File: src/rtl/core/tsst_pkg.sv
// ----------------------------------------------------------------------------
// tsst_pkg
// Shared types and constants for the tcp session state tracker.
// ----------------------------------------------------------------------------
`default_nettype none

package tsst_pkg;

  localparam int unsigned ADDR_W     = 32;
  localparam int unsigned PORT_W     = 16;
  localparam int unsigned LEN_W      = 16;
  localparam int unsigned HDR_W      = 6;
  localparam int unsigned STATE_W    = 4;
  localparam int unsigned BYTES_W    = 32;
  localparam int unsigned CFG_IDX_W  = 2;
  localparam int unsigned CFG_DATA_W = 32;

  localparam int unsigned TSST_FIFO_DEPTH = 2;

  typedef enum logic [CFG_IDX_W-1:0] {
    CFG_INIT_ADDR = 2'd0,
    CFG_INIT_PORT = 2'd1,
    CFG_RESP_ADDR = 2'd2,
    CFG_RESP_PORT = 2'd3
  } tsst_cfg_idx_t;

  // session states; the two close orders mirror each other
  typedef enum logic [STATE_W-1:0] {
    ST_CLOSED      = 4'd0,
    ST_SYN_SENT    = 4'd1,
    ST_SYN_ACK     = 4'd2,
    ST_ESTAB       = 4'd3,
    ST_I_FIN       = 4'd4,
    ST_I_FIN_ACKED = 4'd5,
    ST_I_LAST_ACK  = 4'd6,
    ST_R_FIN       = 4'd7,
    ST_R_FIN_ACKED = 4'd8,
    ST_R_LAST_ACK  = 4'd9,
    ST_DONE        = 4'd10
  } tsst_state_t;

  // classified segment passed from front to back
  typedef struct packed {
    logic             matched;
    logic             fwd;
    logic             syn;
    logic             ack;
    logic             fin;
    logic [LEN_W-1:0] pay;
  } tsst_item_t;

endpackage

`default_nettype wire

File: src/rtl/core/tsst_if.sv
// ----------------------------------------------------------------------------
// tsst_if
// Valid/ready channels for segment items and result items.
// ----------------------------------------------------------------------------
`default_nettype none

interface tsst_seg_if import tsst_pkg::*; ();
  logic              valid;
  logic              ready;
  logic [ADDR_W-1:0] seg_src_addr;
  logic [PORT_W-1:0] seg_src_port;
  logic [ADDR_W-1:0] seg_dst_addr;
  logic [PORT_W-1:0] seg_dst_port;
  logic              syn_flag;
  logic              ack_flag;
  logic              fin_flag;
  logic [LEN_W-1:0]  seg_length;
  logic [HDR_W-1:0]  hdr_length;

  modport source (
    output valid, seg_src_addr, seg_src_port, seg_dst_addr, seg_dst_port,
           syn_flag, ack_flag, fin_flag, seg_length, hdr_length,
    input  ready
  );
  modport sink (
    input  valid, seg_src_addr, seg_src_port, seg_dst_addr, seg_dst_port,
           syn_flag, ack_flag, fin_flag, seg_length, hdr_length,
    output ready
  );
endinterface

interface tsst_res_if import tsst_pkg::*; ();
  logic               valid;
  logic               ready;
  logic               matched;
  logic [STATE_W-1:0] session_state;
  logic [BYTES_W-1:0] byte_total;
  logic               closed_flag;

  modport source (
    output valid, matched, session_state, byte_total, closed_flag,
    input  ready
  );
  modport sink (
    input  valid, matched, session_state, byte_total, closed_flag,
    output ready
  );
endinterface

`default_nettype wire

File: src/rtl/core/tcp_session_state_tracker.sv
// ----------------------------------------------------------------------------
// tcp_session_state_tracker
// Follows one TCP session between configured initiator and responder
// endpoints and counts its payload bytes while established.
//
// Configuration: cfg_we/cfg_idx/cfg_data write the initiator address and
// port and the responder address and port; write them only while idle.
// Input: one segment item on in_seg (endpoints, SYN/ACK/FIN, lengths).
// Output: one result item on out_res for every segment: matched flag,
// session state after the segment, byte total and closed flag.
// Each accepted segment passes through the queue and then the result
// register before its result appears on out_res.
// Throughput: one segment per cycle while out_res.ready stays high; the
// front compares endpoints, a queue of FIFO_DEPTH items and the result
// register decouple it from the back, which updates the state machine and counter for each item.
// Stall: while out_res.ready is low the queue fills, and in_seg.ready drops
// once FIFO_DEPTH items and the result register are held.
// Reset: synchronous on rst_n low; endpoints clear to zero, the session is
// closed, the counter is zero and the queue and result register are empty.
// ----------------------------------------------------------------------------
`default_nettype none

module tcp_session_state_tracker import tsst_pkg::*; #(
  parameter int unsigned FIFO_DEPTH = TSST_FIFO_DEPTH
) (
  input  logic                  clk,
  input  logic                  rst_n,
  input  logic                  cfg_we,
  input  logic [CFG_IDX_W-1:0]  cfg_idx,
  input  logic [CFG_DATA_W-1:0] cfg_data,
  tsst_seg_if.sink              in_seg,
  tsst_res_if.source            out_res
);

  logic       push, push_ready;
  tsst_item_t push_item;
  logic       pop, pop_valid;
  tsst_item_t pop_item;

  tsst_front u_front (
    .clk        (clk),
    .rst_n      (rst_n),
    .cfg_we     (cfg_we),
    .cfg_idx    (cfg_idx),
    .cfg_data   (cfg_data),
    .in_seg     (in_seg),
    .push       (push),
    .push_item  (push_item),
    .push_ready (push_ready)
  );

  tsst_fifo #(
    .DEPTH (FIFO_DEPTH)
  ) u_fifo (
    .clk        (clk),
    .rst_n      (rst_n),
    .push       (push),
    .push_item  (push_item),
    .push_ready (push_ready),
    .pop        (pop),
    .pop_item   (pop_item),
    .pop_valid  (pop_valid)
  );

  tsst_back u_back (
    .clk       (clk),
    .rst_n     (rst_n),
    .pop_valid (pop_valid),
    .pop_item  (pop_item),
    .pop       (pop),
    .out_res   (out_res)
  );

endmodule

`default_nettype wire

File: src/rtl/core/tsst_front.sv
// ----------------------------------------------------------------------------
// tsst_front
// Holds the endpoint registers, accepts segments and classifies direction
// and payload length.
// ----------------------------------------------------------------------------
`default_nettype none

module tsst_front import tsst_pkg::*; (
  input  logic                  clk,
  input  logic                  rst_n,
  input  logic                  cfg_we,
  input  logic [CFG_IDX_W-1:0]  cfg_idx,
  input  logic [CFG_DATA_W-1:0] cfg_data,
  tsst_seg_if.sink              in_seg,
  output logic                  push,
  output tsst_item_t            push_item,
  input  logic                  push_ready
);

  logic [ADDR_W-1:0] init_addr_r;
  logic [PORT_W-1:0] init_port_r;
  logic [ADDR_W-1:0] resp_addr_r;
  logic [PORT_W-1:0] resp_port_r;

  always_ff @(posedge clk) begin
    if (!rst_n) begin
      init_addr_r <= '0;
      init_port_r <= '0;
      resp_addr_r <= '0;
      resp_port_r <= '0;
    end else if (cfg_we) begin
      case (tsst_cfg_idx_t'(cfg_idx))
        CFG_INIT_ADDR: init_addr_r <= cfg_data[ADDR_W-1:0];
        CFG_INIT_PORT: init_port_r <= cfg_data[PORT_W-1:0];
        CFG_RESP_ADDR: resp_addr_r <= cfg_data[ADDR_W-1:0];
        CFG_RESP_PORT: resp_port_r <= cfg_data[PORT_W-1:0];
        default: ;
      endcase
    end
  end

  logic src_is_init, dst_is_resp, src_is_resp, dst_is_init;
  logic fwd, bwd;
  logic [LEN_W-1:0] hdr_ext;

  always_comb begin
    src_is_init = (in_seg.seg_src_addr == init_addr_r) && (in_seg.seg_src_port == init_port_r);
    dst_is_resp = (in_seg.seg_dst_addr == resp_addr_r) && (in_seg.seg_dst_port == resp_port_r);
    src_is_resp = (in_seg.seg_src_addr == resp_addr_r) && (in_seg.seg_src_port == resp_port_r);
    dst_is_init = (in_seg.seg_dst_addr == init_addr_r) && (in_seg.seg_dst_port == init_port_r);
    fwd         = src_is_init && dst_is_resp;
    bwd         = src_is_resp && dst_is_init;
    hdr_ext     = {{(LEN_W-HDR_W){1'b0}}, in_seg.hdr_length};

    push_item.matched = fwd || bwd;
    // forward wins when both directions match
    push_item.fwd     = fwd;
    push_item.syn     = in_seg.syn_flag;
    push_item.ack     = in_seg.ack_flag;
    push_item.fin     = in_seg.fin_flag;
    // payload clamps at zero for a header longer than the segment
    push_item.pay     = (in_seg.seg_length > hdr_ext) ? (in_seg.seg_length - hdr_ext) : '0;
  end

  assign in_seg.ready = push_ready;
  assign push         = in_seg.valid && push_ready;

endmodule

`default_nettype wire

File: src/rtl/core/tsst_fifo.sv
// ----------------------------------------------------------------------------
// tsst_fifo
// Short queue of classified items between front and back.
// ----------------------------------------------------------------------------
`default_nettype none

module tsst_fifo import tsst_pkg::*; #(
  parameter int unsigned DEPTH = TSST_FIFO_DEPTH
) (
  input  logic       clk,
  input  logic       rst_n,
  input  logic       push,
  input  tsst_item_t push_item,
  output logic       push_ready,
  input  logic       pop,
  output tsst_item_t pop_item,
  output logic       pop_valid
);

  localparam int unsigned PTR_W = (DEPTH > 1) ? $clog2(DEPTH) : 1;
  localparam int unsigned CNT_W = $clog2(DEPTH + 1);

  tsst_item_t       mem_r [DEPTH];
  logic [PTR_W-1:0] wr_ptr_r, wr_ptr_nxt;
  logic [PTR_W-1:0] rd_ptr_r, rd_ptr_nxt;
  logic [CNT_W-1:0] count_r, count_nxt;

  always_comb begin
    wr_ptr_nxt = wr_ptr_r;
    rd_ptr_nxt = rd_ptr_r;
    count_nxt  = count_r;
    if (push) begin
      wr_ptr_nxt = (wr_ptr_r == PTR_W'(DEPTH - 1)) ? '0 : wr_ptr_r + 1'b1;
    end
    if (pop) begin
      rd_ptr_nxt = (rd_ptr_r == PTR_W'(DEPTH - 1)) ? '0 : rd_ptr_r + 1'b1;
    end
    if (push && !pop) begin
      count_nxt = count_r + 1'b1;
    end else if (pop && !push) begin
      count_nxt = count_r - 1'b1;
    end
  end

  always_ff @(posedge clk) begin
    if (!rst_n) begin
      wr_ptr_r <= '0;
      rd_ptr_r <= '0;
      count_r  <= '0;
    end else begin
      wr_ptr_r <= wr_ptr_nxt;
      rd_ptr_r <= rd_ptr_nxt;
      count_r  <= count_nxt;
    end
  end

  always_ff @(posedge clk) begin
    if (push) begin
      mem_r[wr_ptr_r] <= push_item;
    end
  end

  assign push_ready = (count_r != CNT_W'(DEPTH));
  assign pop_valid  = (count_r != '0);
  assign pop_item   = mem_r[rd_ptr_r];

endmodule

`default_nettype wire

File: src/rtl/core/tsst_back.sv
// ----------------------------------------------------------------------------
// tsst_back
// Session state machine, payload byte counter and result register.
// ----------------------------------------------------------------------------
`default_nettype none

module tsst_back import tsst_pkg::*; (
  input  logic       clk,
  input  logic       rst_n,
  input  logic       pop_valid,
  input  tsst_item_t pop_item,
  output logic       pop,
  tsst_res_if.source out_res
);

  tsst_state_t        state_r, state_nxt, step_state;
  logic [BYTES_W-1:0] bytes_r, bytes_nxt;

  logic               out_valid_r;
  logic               out_matched_r;
  tsst_state_t        out_state_r;
  logic [BYTES_W-1:0] out_bytes_r;

  logic fwd, bwd, syn, ack, fin;
  logic clear_bytes;

  assign pop = pop_valid && (!out_valid_r || out_res.ready);

  always_comb begin
    fwd         = pop_item.fwd;
    bwd         = !pop_item.fwd;
    syn         = pop_item.syn;
    ack         = pop_item.ack;
    fin         = pop_item.fin;
    step_state  = state_r;
    clear_bytes = 1'b0;
    case (state_r)
      ST_CLOSED: begin
        if (syn && !ack && fwd) begin
          step_state  = ST_SYN_SENT;
          clear_bytes = 1'b1;
        end
      end
      ST_SYN_SENT:    if (syn && ack && bwd)   step_state = ST_SYN_ACK;
      ST_SYN_ACK:     if (!syn && ack && fwd)  step_state = ST_ESTAB;
      ST_ESTAB:       if (fin)                 step_state = fwd ? ST_I_FIN : ST_R_FIN;
      ST_I_FIN:       if (ack && bwd)          step_state = fin ? ST_I_LAST_ACK : ST_I_FIN_ACKED;
      ST_I_FIN_ACKED: if (fin && bwd)          step_state = ST_I_LAST_ACK;
      ST_I_LAST_ACK:  if (!fin && ack && fwd)  step_state = ST_DONE;
      ST_R_FIN:       if (ack && fwd)          step_state = fin ? ST_R_LAST_ACK : ST_R_FIN_ACKED;
      ST_R_FIN_ACKED: if (fin && fwd)          step_state = ST_R_LAST_ACK;
      ST_R_LAST_ACK:  if (!fin && ack && bwd)  step_state = ST_DONE;
      default:        step_state = state_r;
    endcase

    state_nxt = state_r;
    bytes_nxt = bytes_r;
    if (pop && pop_item.matched) begin
      state_nxt = step_state;
      if (clear_bytes) begin
        bytes_nxt = '0;
      end
      // count after the transition, including the step that enters established
      if (step_state == ST_ESTAB) begin
        bytes_nxt = bytes_r + {{(BYTES_W-LEN_W){1'b0}}, pop_item.pay};
      end
    end
  end

  always_ff @(posedge clk) begin
    if (!rst_n) begin
      state_r <= ST_CLOSED;
      bytes_r <= '0;
    end else begin
      state_r <= state_nxt;
      bytes_r <= bytes_nxt;
    end
  end

  always_ff @(posedge clk) begin
    if (!rst_n) begin
      out_valid_r <= 1'b0;
    end else if (pop) begin
      out_valid_r <= 1'b1;
    end else if (out_res.ready) begin
      out_valid_r <= 1'b0;
    end
  end

  always_ff @(posedge clk) begin
    if (pop) begin
      out_matched_r <= pop_item.matched;
      out_state_r   <= state_nxt;
      out_bytes_r   <= bytes_nxt;
    end
  end

  assign out_res.valid         = out_valid_r;
  assign out_res.matched       = out_matched_r;
  assign out_res.session_state = out_state_r;
  assign out_res.byte_total    = out_bytes_r;
  assign out_res.closed_flag   = (out_state_r == ST_DONE);

  a_done_sticky: assert property (@(posedge clk) disable iff (!rst_n)
    state_r == ST_DONE |=> state_r == ST_DONE)
    else $error("terminated session left its final state");

  a_unmatched_hold: assert property (@(posedge clk) disable iff (!rst_n)
    pop && !pop_item.matched |=> $stable(state_r) && $stable(bytes_r))
    else $error("unmatched item changed session state or counter");

  a_result_tracks_state: assert property (@(posedge clk) disable iff (!rst_n)
    pop |=> out_state_r == state_r && out_bytes_r == bytes_r)
    else $error("result register disagrees with session state");

endmodule

`default_nettype wire

File: src/flat_wrapper.sv
// flat-port wrapper written by rule: the top's interface ports become plain ports
module tcp_session_state_tracker_flat import tsst_pkg::*;
#(
  parameter int unsigned FIFO_DEPTH = TSST_FIFO_DEPTH
)
  (clk, rst_n, cfg_we, cfg_idx, cfg_data, in_seg_valid, in_seg_seg_src_addr, in_seg_seg_src_port, in_seg_seg_dst_addr, in_seg_seg_dst_port, in_seg_syn_flag, in_seg_ack_flag, in_seg_fin_flag, in_seg_seg_length, in_seg_hdr_length, in_seg_ready, out_res_valid, out_res_matched, out_res_session_state, out_res_byte_total, out_res_closed_flag, out_res_ready);
  tsst_seg_if in_seg_i ();
  tsst_res_if out_res_i ();
  input  logic clk;
  input  logic rst_n;
  input  logic cfg_we;
  input  logic [CFG_IDX_W-1:0] cfg_idx;
  input  logic [CFG_DATA_W-1:0] cfg_data;
  input wire logic [$bits(in_seg_i.valid)-1:0] in_seg_valid;
  input wire logic [$bits(in_seg_i.seg_src_addr)-1:0] in_seg_seg_src_addr;
  input wire logic [$bits(in_seg_i.seg_src_port)-1:0] in_seg_seg_src_port;
  input wire logic [$bits(in_seg_i.seg_dst_addr)-1:0] in_seg_seg_dst_addr;
  input wire logic [$bits(in_seg_i.seg_dst_port)-1:0] in_seg_seg_dst_port;
  input wire logic [$bits(in_seg_i.syn_flag)-1:0] in_seg_syn_flag;
  input wire logic [$bits(in_seg_i.ack_flag)-1:0] in_seg_ack_flag;
  input wire logic [$bits(in_seg_i.fin_flag)-1:0] in_seg_fin_flag;
  input wire logic [$bits(in_seg_i.seg_length)-1:0] in_seg_seg_length;
  input wire logic [$bits(in_seg_i.hdr_length)-1:0] in_seg_hdr_length;
  output wire logic [$bits(in_seg_i.ready)-1:0] in_seg_ready;
  output wire logic [$bits(out_res_i.valid)-1:0] out_res_valid;
  output wire logic [$bits(out_res_i.matched)-1:0] out_res_matched;
  output wire logic [$bits(out_res_i.session_state)-1:0] out_res_session_state;
  output wire logic [$bits(out_res_i.byte_total)-1:0] out_res_byte_total;
  output wire logic [$bits(out_res_i.closed_flag)-1:0] out_res_closed_flag;
  input wire logic [$bits(out_res_i.ready)-1:0] out_res_ready;
  assign in_seg_i.valid = in_seg_valid;
  assign in_seg_i.seg_src_addr = in_seg_seg_src_addr;
  assign in_seg_i.seg_src_port = in_seg_seg_src_port;
  assign in_seg_i.seg_dst_addr = in_seg_seg_dst_addr;
  assign in_seg_i.seg_dst_port = in_seg_seg_dst_port;
  assign in_seg_i.syn_flag = in_seg_syn_flag;
  assign in_seg_i.ack_flag = in_seg_ack_flag;
  assign in_seg_i.fin_flag = in_seg_fin_flag;
  assign in_seg_i.seg_length = in_seg_seg_length;
  assign in_seg_i.hdr_length = in_seg_hdr_length;
  assign in_seg_ready = in_seg_i.ready;
  assign out_res_valid = out_res_i.valid;
  assign out_res_matched = out_res_i.matched;
  assign out_res_session_state = out_res_i.session_state;
  assign out_res_byte_total = out_res_i.byte_total;
  assign out_res_closed_flag = out_res_i.closed_flag;
  assign out_res_i.ready = out_res_ready;
  tcp_session_state_tracker #(.FIFO_DEPTH(FIFO_DEPTH)) u_core (.clk(clk), .rst_n(rst_n), .cfg_we(cfg_we), .cfg_idx(cfg_idx), .cfg_data(cfg_data), .in_seg(in_seg_i), .out_res(out_res_i));
endmodule
File: config.mk
export PLATFORM = sky130hd
export DESIGN_NAME = tcp_session_state_tracker_flat
export DESIGN_NICKNAME = d
export VERILOG_FILES = /design/src/rtl/core/tsst_pkg.sv /design/src/rtl/core/tsst_if.sv /design/src/rtl/core/tcp_session_state_tracker.sv /design/src/rtl/core/tsst_front.sv /design/src/rtl/core/tsst_fifo.sv /design/src/rtl/core/tsst_back.sv /design/src/flat_wrapper.sv
export SDC_FILE = /design/constraint.sdc
export NUM_CORES = 1
export LEC_CHECK = 0
export BUFFER_PORTS_ARGS = -buffer_cell sky130_fd_sc_hd__buf_4
export CORE_MARGIN = 1.5
export CORE_UTILIZATION = 45
export CTS_BUF_LIST = sky130_fd_sc_hd__clkbuf_2 sky130_fd_sc_hd__clkbuf_4 sky130_fd_sc_hd__clkbuf_8
export CTS_CLUSTER_SIZE = 20
export DETAILED_ROUTE_END_ITERATION = 12
export GPL_ROUTABILITY_DRIVEN = 0
export GPL_TIMING_DRIVEN = 0
export PLACE_DENSITY = 0.71
export SLEW_MARGIN = 20
export SYNTH_ARGS = -nofsm -noshare
export SYNTH_HDL_FRONTEND = slang
export SYNTH_HIERARCHICAL = 1
export SYNTH_SLANG_ARGS = --single-unit
File: constraint.sdc
create_clock -name clk -period 8.45 [get_ports clk]
set_input_delay 1.69 -clock clk [delete_from_list [all_inputs] [get_ports clk]]
set_output_delay 1.69 -clock clk [all_outputs]
set_load 0.01 [all_outputs]
==> qor.csv, run 1 <==
metric,value,unit
track_usage,25.9,%
dp_slack,3.99,ns
cp_slowest_stage_delay,0.62,ns
yosysMostFrequentCell,nand2_1,
yosys-top-cells-count,"nand2_1 (224), dfxtp_1 (138), xnor2_1 (108)",
initial_core_util,46.2,%
die_w,167,µm
peakVddDrop,0.000118,V
hold_class,register to register,
synth_warnings,6,
antenna_left,0,
io_buffers,196,
ctsHtreeMaxLevel,2,
async_flop_share,0,%
rsz0062_at_grt,no,
final_nets,1688,
min_period,3.92,ns
insertion_delay,0.54,ns
synth_edf_count,79,
drive_above_1_share,20.9,%
syn_nets,1451,
power_density,208,nW/µm²
cts_setup_buffers,0,
synthTopCellsByArea,"dfxtp_1 (23%), edfxtp_1 (20%), xnor2_1 (7.8%), xor2_1 (7.5%), nand2_1 (6.9%)",
arrival,4.18,ns
layout-area-overhead-vs-synth,22.2,%
wl,36800,µm
worst_setup_path_start_kind,primary input,
period_share,46.4,%
rows,59,
endpoint_kind,register,
setup_violations,0,
cts.sinks,217,
synth_cell_type_count,85,
ios,200,
cts_tree,yes,
antenna_found_initial,1,
clkTransAtPathRegs,0.06,ns
hold_viol,0,
avgSynthCellArea,9.58,µm²
post-route-drc-count,0,
crit_path_cell_trace,buf_4 -> nand2b_1 -> and2_2 -> buf_16 -> nand2_2 -> or4_1 -> a21boi_4 -> buf_6 -> o21a_1 -> or2_1,
fp.dieH,167,µm
required,8.71,ns
seq_area_frac_synth,42.3,%
dpl.hpwl,28700,µm
cp_top_family,simple AND/OR/NAND/NOR gates,
clock.fmax,255,MHz
skew,0.0310,ns
synth_top_area_cell,dfxtp_1,
finalSetupTns,0,ns
worstMarginPinSlew,0.962,ns
grt_overflow,0,
netlist_area,12100,µm²
clk_path_buf_depth,3,
firstDrtPassIters,7,
wl_per_cell,19.7,µm
cap_violations,0,
viasPerCell,5.59,
cellLeakagePower,5.88,nW
grt_max_degree,24,
ys_ff_latch,217,
dieArea,28000,µm²
worst-path-buf-inv,3,
grt_pass1_wl,55800,µm
fp.coreArea,26300,µm²
drtIter0Drc,939,
cts-root-buf,clkbuf_8,
worst_path_max_delay_cell,or4_1,
syn-instance-count,1266,
report.final.slew_viol_count,0,
cts-resized-gates,0,
cts_buffers,37,
slew_headroom,35.8,%
first_global_vias,10200,
synth_flop_cell,dfxtp_1,
fin_ws,4.53,ns
status,"finished, final reports clean",
crit_type,primary input to register,
hold_buffers,0,
critical_path_peak_fanout,23,
synth_top_area_share,22.8,%
vias,10400,
-- state kept, by name, indices dropped and copies added, names as in the netlist, 2 cells and up, named ones only --
| register | flops |
|---|---|
| u_core/u_front/init_addr_r | 32 |
| u_core/u_back/out_res.byte_total | 32 |
| u_core/u_fifo/mem_r | 42 |
| u_core/u_back/state_r | 4 |
| u_core/u_fifo/count_r | 2 |
| u_core/u_front/resp_addr_r | 32 |
| u_core/u_front/init_port_r | 16 |
| u_core/u_front/resp_port_r | 16 |
| u_core/u_back/out_res.session_state | 4 |
| u_core/u_back/bytes_r | 32 |
-- tightest hold or removal path, cell delays in order, from the launching register on --
cell,delay (ns)
dfxtp_1,0.32
nand2_1,0.08
a21oi_1,0.06
-- logic make-up (layout without fill, tap and decap cells) --
logic type                 Yosys count  count (layout)  synth area share, %
DFF                                217             217                 42.3
other                                0               1                    0
xor gates and xnor gates           212             212                 15.3
and+or+nand+nor                    455             455                 18.9
AOI/OAI and AO/OA                  246             246                 15.1
buffers and inverters               87             347                 3.51
muxes                               24              24                 2.20
adders and majority gates           25              25                 2.70
-- cell type report --
class | count | area, µm²
fill | 2340 | 11400
buffer | 61 | 328
clock buffer | 56 | 702
multi-input combinational | 962 | 6580
tap | 335 | 419
sequential | 217 | 5130
antenna | 1 | 2.50
inverter | 26 | 97.6
timing repair buffer | 198 | 1510
clock inverter | 6 | 57.6
-- layout by cell type, fill, tap and decap left out, types with 13 or more instances in the layout --
| cell type | Yosys | final |
|---|---|---|
| a21boi_0 | 94 | 94 |
| a21oi_1 | 40 | 40 |
| a22o_1 | 13 | 13 |
| and2_1 | 23 | 22 |
| buf_4 | 6 | 202 |
| clkbuf_1 | 39 | 39 |
| clkbuf_8 | 0 | 45 |
| dfxtp_1 | 138 | 138 |
| edfxtp_1 | 79 | 79 |
| ha_1 | 23 | 23 |
| inv_1 | 25 | 25 |
| mux2_1 | 20 | 20 |
| nand2_1 | 224 | 224 |
| nand3_1 | 20 | 20 |
| nand4_1 | 36 | 36 |
| nor2_1 | 32 | 32 |
| nor4_1 | 36 | 36 |
| o21ai_0 | 27 | 27 |
| xnor2_1 | 108 | 108 |
| xor2_1 | 104 | 104 |
-- routing by layer --
metal / global-route usage (%) / wire length [µm]
met1: 31.6 / 14900
met2: 43.7 / 17000
met3: 4.49 / 2850
met4: 13.8 / 2080
met5: 0 / 0
-- power by group --
group	switching, mW	total (mW)	internal, mW
Clock	0.421	0.979	0.558
Sequential	0.0507	1.29	1.24
Combinational	0.455	0.810	0.355
-- stage by stage --
step / power, mW / cells / hold slack, ns / area (µm²) / utilization (%)
finish: 3.08 / 1862 / 0.500 / 14800 / 56.4
global route: 3.23 / 1862 / 0.521 / 14800 / 56.4
CTS: 3.10 / 1861 / 0.499 / 14800 / 56.4
detailed placement: 2.12 / 1799 / 0.487 / 14100 / 53.5
global placement: 2.08 / 1797 / 0.477 / 14000 / 53.4
floorplan: 1.77 / 1266 / 0.458 / 12100 / -
-- final timing paths --
kind	start	endpoint	slack (ns)	cells past startpoint
min reg2reg	u_core/u_back/bytes_r[15]	u_core/u_back/bytes_r[15]	0.50	2
min	u_core/u_back/bytes_r[15]	u_core/u_back/bytes_r[15]	0.50	2
max reg2reg	register	u_core/u_back/out_res.byte_total[19]	4.85	11
max	out_res_ready	u_core/u_back/out_res.byte_total[25]	4.53	10
Power figures use the tool's default switching activity.
==> run 2: changes to the inputs <==
- clock period: 8.45 -> 3.8 ns (I/O delays scaled with it)
==> run 2 against run 1 <==
  * Combinational power rose by 120%
  * Register-to-register slack got worse by 4.5 ns
  * Flip-flop and latch count did not move
  * Count of clock-buffer cells in the layout did not move
  * Worst setup slack got worse by 4.2 ns
  * Largest power group unchanged
  * Via count barely moved
==> qor.csv, run 2 (synthesized netlist as in run 1, its figures left out) <==
metric,value,unit
status,"finished, final reports clean",
power_density,461,nW/µm²
cts_buffers,37,
hold_viol,0,
largest_register_ffs,42,
slew_headroom,35.8,%
skew,0.0319,ns
holdWs,0.427,ns
track_usage,25.9,%
insertion_delay,0.54,ns
p_int,4.78,mW
first_global_vias,10200,
fp.coreArea,26300,µm²
stdcell_count,1862,
period_share,91.2,%
dieArea,28000,µm²
cap_violations,0,
drtIter0Drc,940,
crit_type,register to register,
place_inst,1799,
initial_core_util,46.2,%
dpl.hpwl,28700,µm
grt_overflow,0,
power,6.84,mW
power_frac_seq,41.9,%
clk_path_buf_depth,3,
required,4.05,ns
final_nets,1688,
cts-root-buf,clkbuf_8,
clkTransAtPathRegs,0.06,ns
hold_buffers,0,
grt_max_degree,24,
layout-area-overhead-vs-synth,22.3,%
worstMarginPinSlew,0.962,ns
rsz0062_at_grt,no,
rows,59,
wl,36700,µm
arrival,3.72,ns
swShare,30.1,%
drive_above_1_share,21.0,%
hold_class,primary input to register,
antenna_found_initial,1,
p_sw,2.06,mW
antenna_left,0,
grt_pass1_wl,55800,µm
endpoint_kind,register,
report.final.slew_viol_count,0,
r2r_slack,0.34,ns
setup_violations,0,
final_common_cell,nand2_1,
ios,200,
post-route-drc-count,0,
comb_power_share,26.3,%
fp.dieH,167,µm
pwr-share-clk,31.8,%
clock.fmax,289,MHz
firstDrtPassIters,5,
wl_per_cell,19.7,µm
viasPerCell,5.58,
peakVddDrop,0.000263,V
worst_setup_path_start_kind,register,
ctsHtreeMaxLevel,2,
mostFrequentLayoutCells,"nand2_1 (224), buf_4 (202), dfxtp_1 (138)",
io_buffers,196,
cts.sinks,217,
critical_path_peak_fanout,10,
cellLeakagePower,5.88,nW
max_flop_register,u_core/u_fifo/mem_r,
vias,10400,
die_w,167,µm
cts_tree,yes,
min_period,3.46,ns
run 2: cell counts in the layout (fill, tap and decap cells not counted):
Identical to the previous run, type by type.
run 2: power by group through the flow:
stage                     combinational [mW]  clock [mW]  sequential (mW)
after floorplan                        0.957           0             2.98
after global placement                  1.70           0             2.92
after detailed placement                1.79           0             2.92
after CTS                               1.80        2.23             2.87
after global routing                    1.95        2.33             2.89
final                                   1.80        2.18             2.86
run 2: per-layer routing:
layer / vias up / track usage [%] / routed length [µm] / share of wire, %
met3: 124 / 4.49 / 2850 / 7.7
met5: - / 0 / 0 / 0
met2: 500 / 43.7 / 17000 / 46
met1: 4846 / 31.6 / 14800 / 40
met4: 0 / 13.8 / 2080 / 5.7
li1: 4923 / - / - / -
run 2: final timing paths:
path,startpoint,end,cells after the start
min reg2reg,u_core/u_back/bytes_r[15],u_core/u_back/bytes_r[15],2
min,in_seg_fin_flag,u_core/u_fifo/mem_r[1][16],1
max,register,u_core/u_back/out_res.byte_total[20],11
max reg2reg,register,u_core/u_back/out_res.byte_total[20],11
run 2: stage by stage:
stage	util (%)	setup TNS [ns]	setup slack, ns	cell area (µm²)
2_1_floorplan	-	0	0.0860	12100
3_3_place_gp	53.4	-27.16	-0.611	14000
3_5_place_dp	53.5	0	0.222	14100
4_1_cts	56.4	0	0.181	14800
5_1_grt	56.4	0	0.0718	14800
6_report	56.4	0	0.336	14800
run 2: cell type report:
type / count / area, µm²
repair buffers: 198 / 1510
plain buffers: 61 / 329
well taps: 335 / 419
clock buffers: 56 / 702
fillers: 2341 / 11400
inverters: 26 / 97.6
multi-input cells: 962 / 6580
diodes: 1 / 2.50
flip-flops and latches: 217 / 5130
clock inverters: 6 / 57.6
run 2: repair_timing:
item                       in CTS  in global routing
buffers inserted                0                  0
setup endpoints to repair       0                  6
resized for setup               0                  2
run 2: worst max-delay path: stages, from the launching register on:
cell	delay (ns)
dfxtp_1	0.35
buf_2	0.27
mux2_1	0.39
ha_1	0.36
a21oi_1	0.11
o22ai_1	0.34
o21ai_1	0.16
a221oi_2	0.55
buf_6	0.23
a31oi_1	0.09
o21ai_0	0.23
nand2_1	0.12
==> run 3: changes to the inputs <==
- ABC_AREA: not set -> 1
- PLACE_DENSITY: 0.71 -> 0.7
==> run 3 against run 2 <==
  * Synthesized cell count increased by 74%
  * Worst hold slack improved by 0.012 ns
  * Maximum frequency increased by 16%
  * Sequential share of layout area decreased by 4.5 points
  * Largest cell class unchanged
  * Non-clock buffer count decreased by 6
  * Final cell count increased by 54%
  * Critical path depth increased by 2
  * Total power increased by 14%
  * Design area increased by 15%
  * Register-to-register slack improved by 0.47 ns
  * Wire length increased by 11%
==> qor.csv, run 3 <==
metric,value,unit
status,"finished, final reports clean",
grt_overflow,0,
cts.sinks,217,
grt_max_degree,32,
wl,40800,µm
min_period,3.00,ns
reg2reg_depth,13,
synth_top_area_cell,nand2_1,
peakVddDrop,0.000299,V
clk_path_buf_depth,3,
seq_area,5130,µm²
synth_top_area_share,21.4,%
firstDrtPassIters,5,
post-route-drc-count,0,
syn_nets,2383,
cellLeakagePower,8.73,nW
endpoint_kind,register,
report.final.slew_viol_count,0,
crit_top_cell,nand2_1,
comb_power_share,31.4,%
initial_core_util,46.1,%
required,4.06,ns
placed_area,16200,µm²
finalSetupTns,0,ns
power_frac_seq,39.5,%
drtIter0Drc,961,
ios,200,
clock.fmax,334,MHz
mostFrequentLayoutCells,"nand2_1 (812), nor2_1 (306), inv_1 (292)",
ys_ff_latch,217,
layout-area-overhead-vs-synth,19.8,%
crit_path_cell_trace,mux2_2 -> ha_1 -> fa_1 -> nand3_1 -> nand3_1 -> nand2_1 -> nand2_1 -> nand2_1 -> nand2_1 -> xnor2_1 -> nand2_1 -> nand3_1 -> nand2_1,
r2r_slack,0.80,ns
seq_area_frac_synth,36.1,%
netlist_area,14200,µm²
synth_edf_count,79,
hold_depth,1,
fillers,3012,
fp.dieH,181,µm
worst_setup_path_start_kind,register,
cts-resized-gates,0,
synth_warnings,6,
cp_slowest_stage_delay,0.48,ns
stdcell_count,2865,
vias,14200,
setup_violations,0,
hold_class,primary input to register,
crit_type,register to register,
first_global_vias,13400,
swShare,33.7,%
final_nets,2623,
io_buffers,196,
cts_buffers,40,
drive_above_1_share,14.1,%
antenna_left,0,
track_usage,24.7,%
period_share,78.9,%
synth_cell_type_count,44,
arrival,3.26,ns
max_flop_register,u_core/u_fifo/mem_r,
hold_viol,0,
viasPerCell,4.96,
cts_setup_buffers,0,
ctsHtreeMaxLevel,2,
grt_pass1_wl,65000,µm
avgSynthCellArea,6.47,µm²
rsz0062_at_grt,no,
async_flop_share,0,%
worst_path_max_delay_cell,fa_1,
power_density,459,nW/µm²
rows,64,
dieArea,32700,µm²
critical_path_peak_fanout,4,
yosys-top-cells-count,"nand2_1 (812), nor2_1 (307), inv_1 (293)",
p_sw,2.64,mW
p_int,5.19,mW
final_common_cell,nand2_1,
hold_buffers,0,
antenna_found_initial,3,
synth_flop_cell,dfxtp_1,
slew_headroom,41.2,%
yosysMostFrequentCell,nand2_1,
final_area,17000,µm²
largest_register_ffs,42,
fp.coreArea,30800,µm²
wl_per_cell,14.3,µm
pwr-share-clk,29.1,%
fin_util,55.3,%
die_w,181,µm
skew,0.0235,ns
insertion_delay,0.54,ns
synthTopCellsByArea,"nand2_1 (21%), dfxtp_1 (19%), edfxtp_1 (17%), nor2_1 (8.1%), inv_1 (7.7%)",
multi_input_area,7650,µm²
dpl.hpwl,31900,µm
clkTransAtPathRegs,0.06,ns
cap_violations,0,
cts-root-buf,clkbuf_8,
cts_tree,yes,
syn-instance-count,2198,
place_inst,2792,
worstMarginPinSlew,0.881,ns
run 3: cell types whose count changed after synthesis, moves of 27 or more:
cell,previous run,this run
a21oi_1,40,115
nor4_1,36,1
o21ai_0,27,105
nand4_1,36,8
nand2_1,224,812
xor2_1,104,77
xnor2_1,108,15
nand3_1,20,80
nor2_1,32,307
a21boi_0,94,0
inv_1,25,293
run 3: power by group through the flow:
stage / Combinational [mW] / Sequential [mW] / Clock (mW)
after floorplan: 1.41 / 3.20 / 0
after global placement: 2.38 / 3.14 / 0
after detailed placement: 2.46 / 3.14 / 0
after CTS: 2.47 / 3.09 / 2.33
after global routing: 2.72 / 3.13 / 2.45
final: 2.46 / 3.09 / 2.28
run 3: cell families after synthesis:
logic type / Yosys count / share of synthesized area [%]
DFF: 217 / 36.1
AOI/OAI and AO/OA: 243 / 8.90
muxes: 21 / 2.19
xor gates and xnor gates: 92 / 5.66
buffers and inverters: 357 / 10.2
and+or+nand+nor: 1243 / 34.7
adders and majority gates: 25 / 2.30
run 3: critical path, delay by kind of cell, from the launching register on:
family,cells,cell delay [ns]
flip-flops,1,0.40
AND/OR/NAND/NOR,9,0.98
XOR/XNOR,1,0.16
adder cells (fa/ha/maj),2,0.79
multiplexers,1,0.41
run 3: cell type report:
type                    count  share of cell area [%]
clock buffers              64                    4.54
well taps                 396                    2.91
flip-flops and latches    217                    30.1
inverters                 302                    6.65
multi-input cells        1624                    44.9
diodes                      2                  0.0294
clock inverters             7                   0.228
repair buffers            198                    8.84
plain buffers              55                    1.83
run 3: metrics by stage:
stage / power [mW] / worst slack, ns / hold WS, ns
floorplan: 4.61 / 1.04 / 0.459
global placement: 5.51 / -0.0275 / 0.474
detailed placement: 5.60 / 0.820 / 0.478
CTS: 7.89 / 0.798 / 0.405
global route: 8.30 / 0.617 / 0.397
finish: 7.83 / 0.802 / 0.438
run 3: path summary, 6_finish.rpt:
| kind | start | endpoint |
|---|---|---|
| setup / recovery | register | u_core/u_back/out_res.byte_total[12] |
| hold / removal | in_seg_syn_flag | u_core/u_fifo/mem_r[1][18] |
| setup reg to reg | register | u_core/u_back/out_res.byte_total[12] |
| hold reg to reg | u_core/u_front/resp_port_r[12] | u_core/u_front/resp_port_r[12] |
run 3: routing by layer:
metal	global-route usage (%)	vias to the layer above	routed length, µm
met5	0	-	17
met4	8.07	2	1090
met3	5.68	73	3200
met2	44.1	457	19700
met1	29.1	6407	16800
li1	-	7275	-
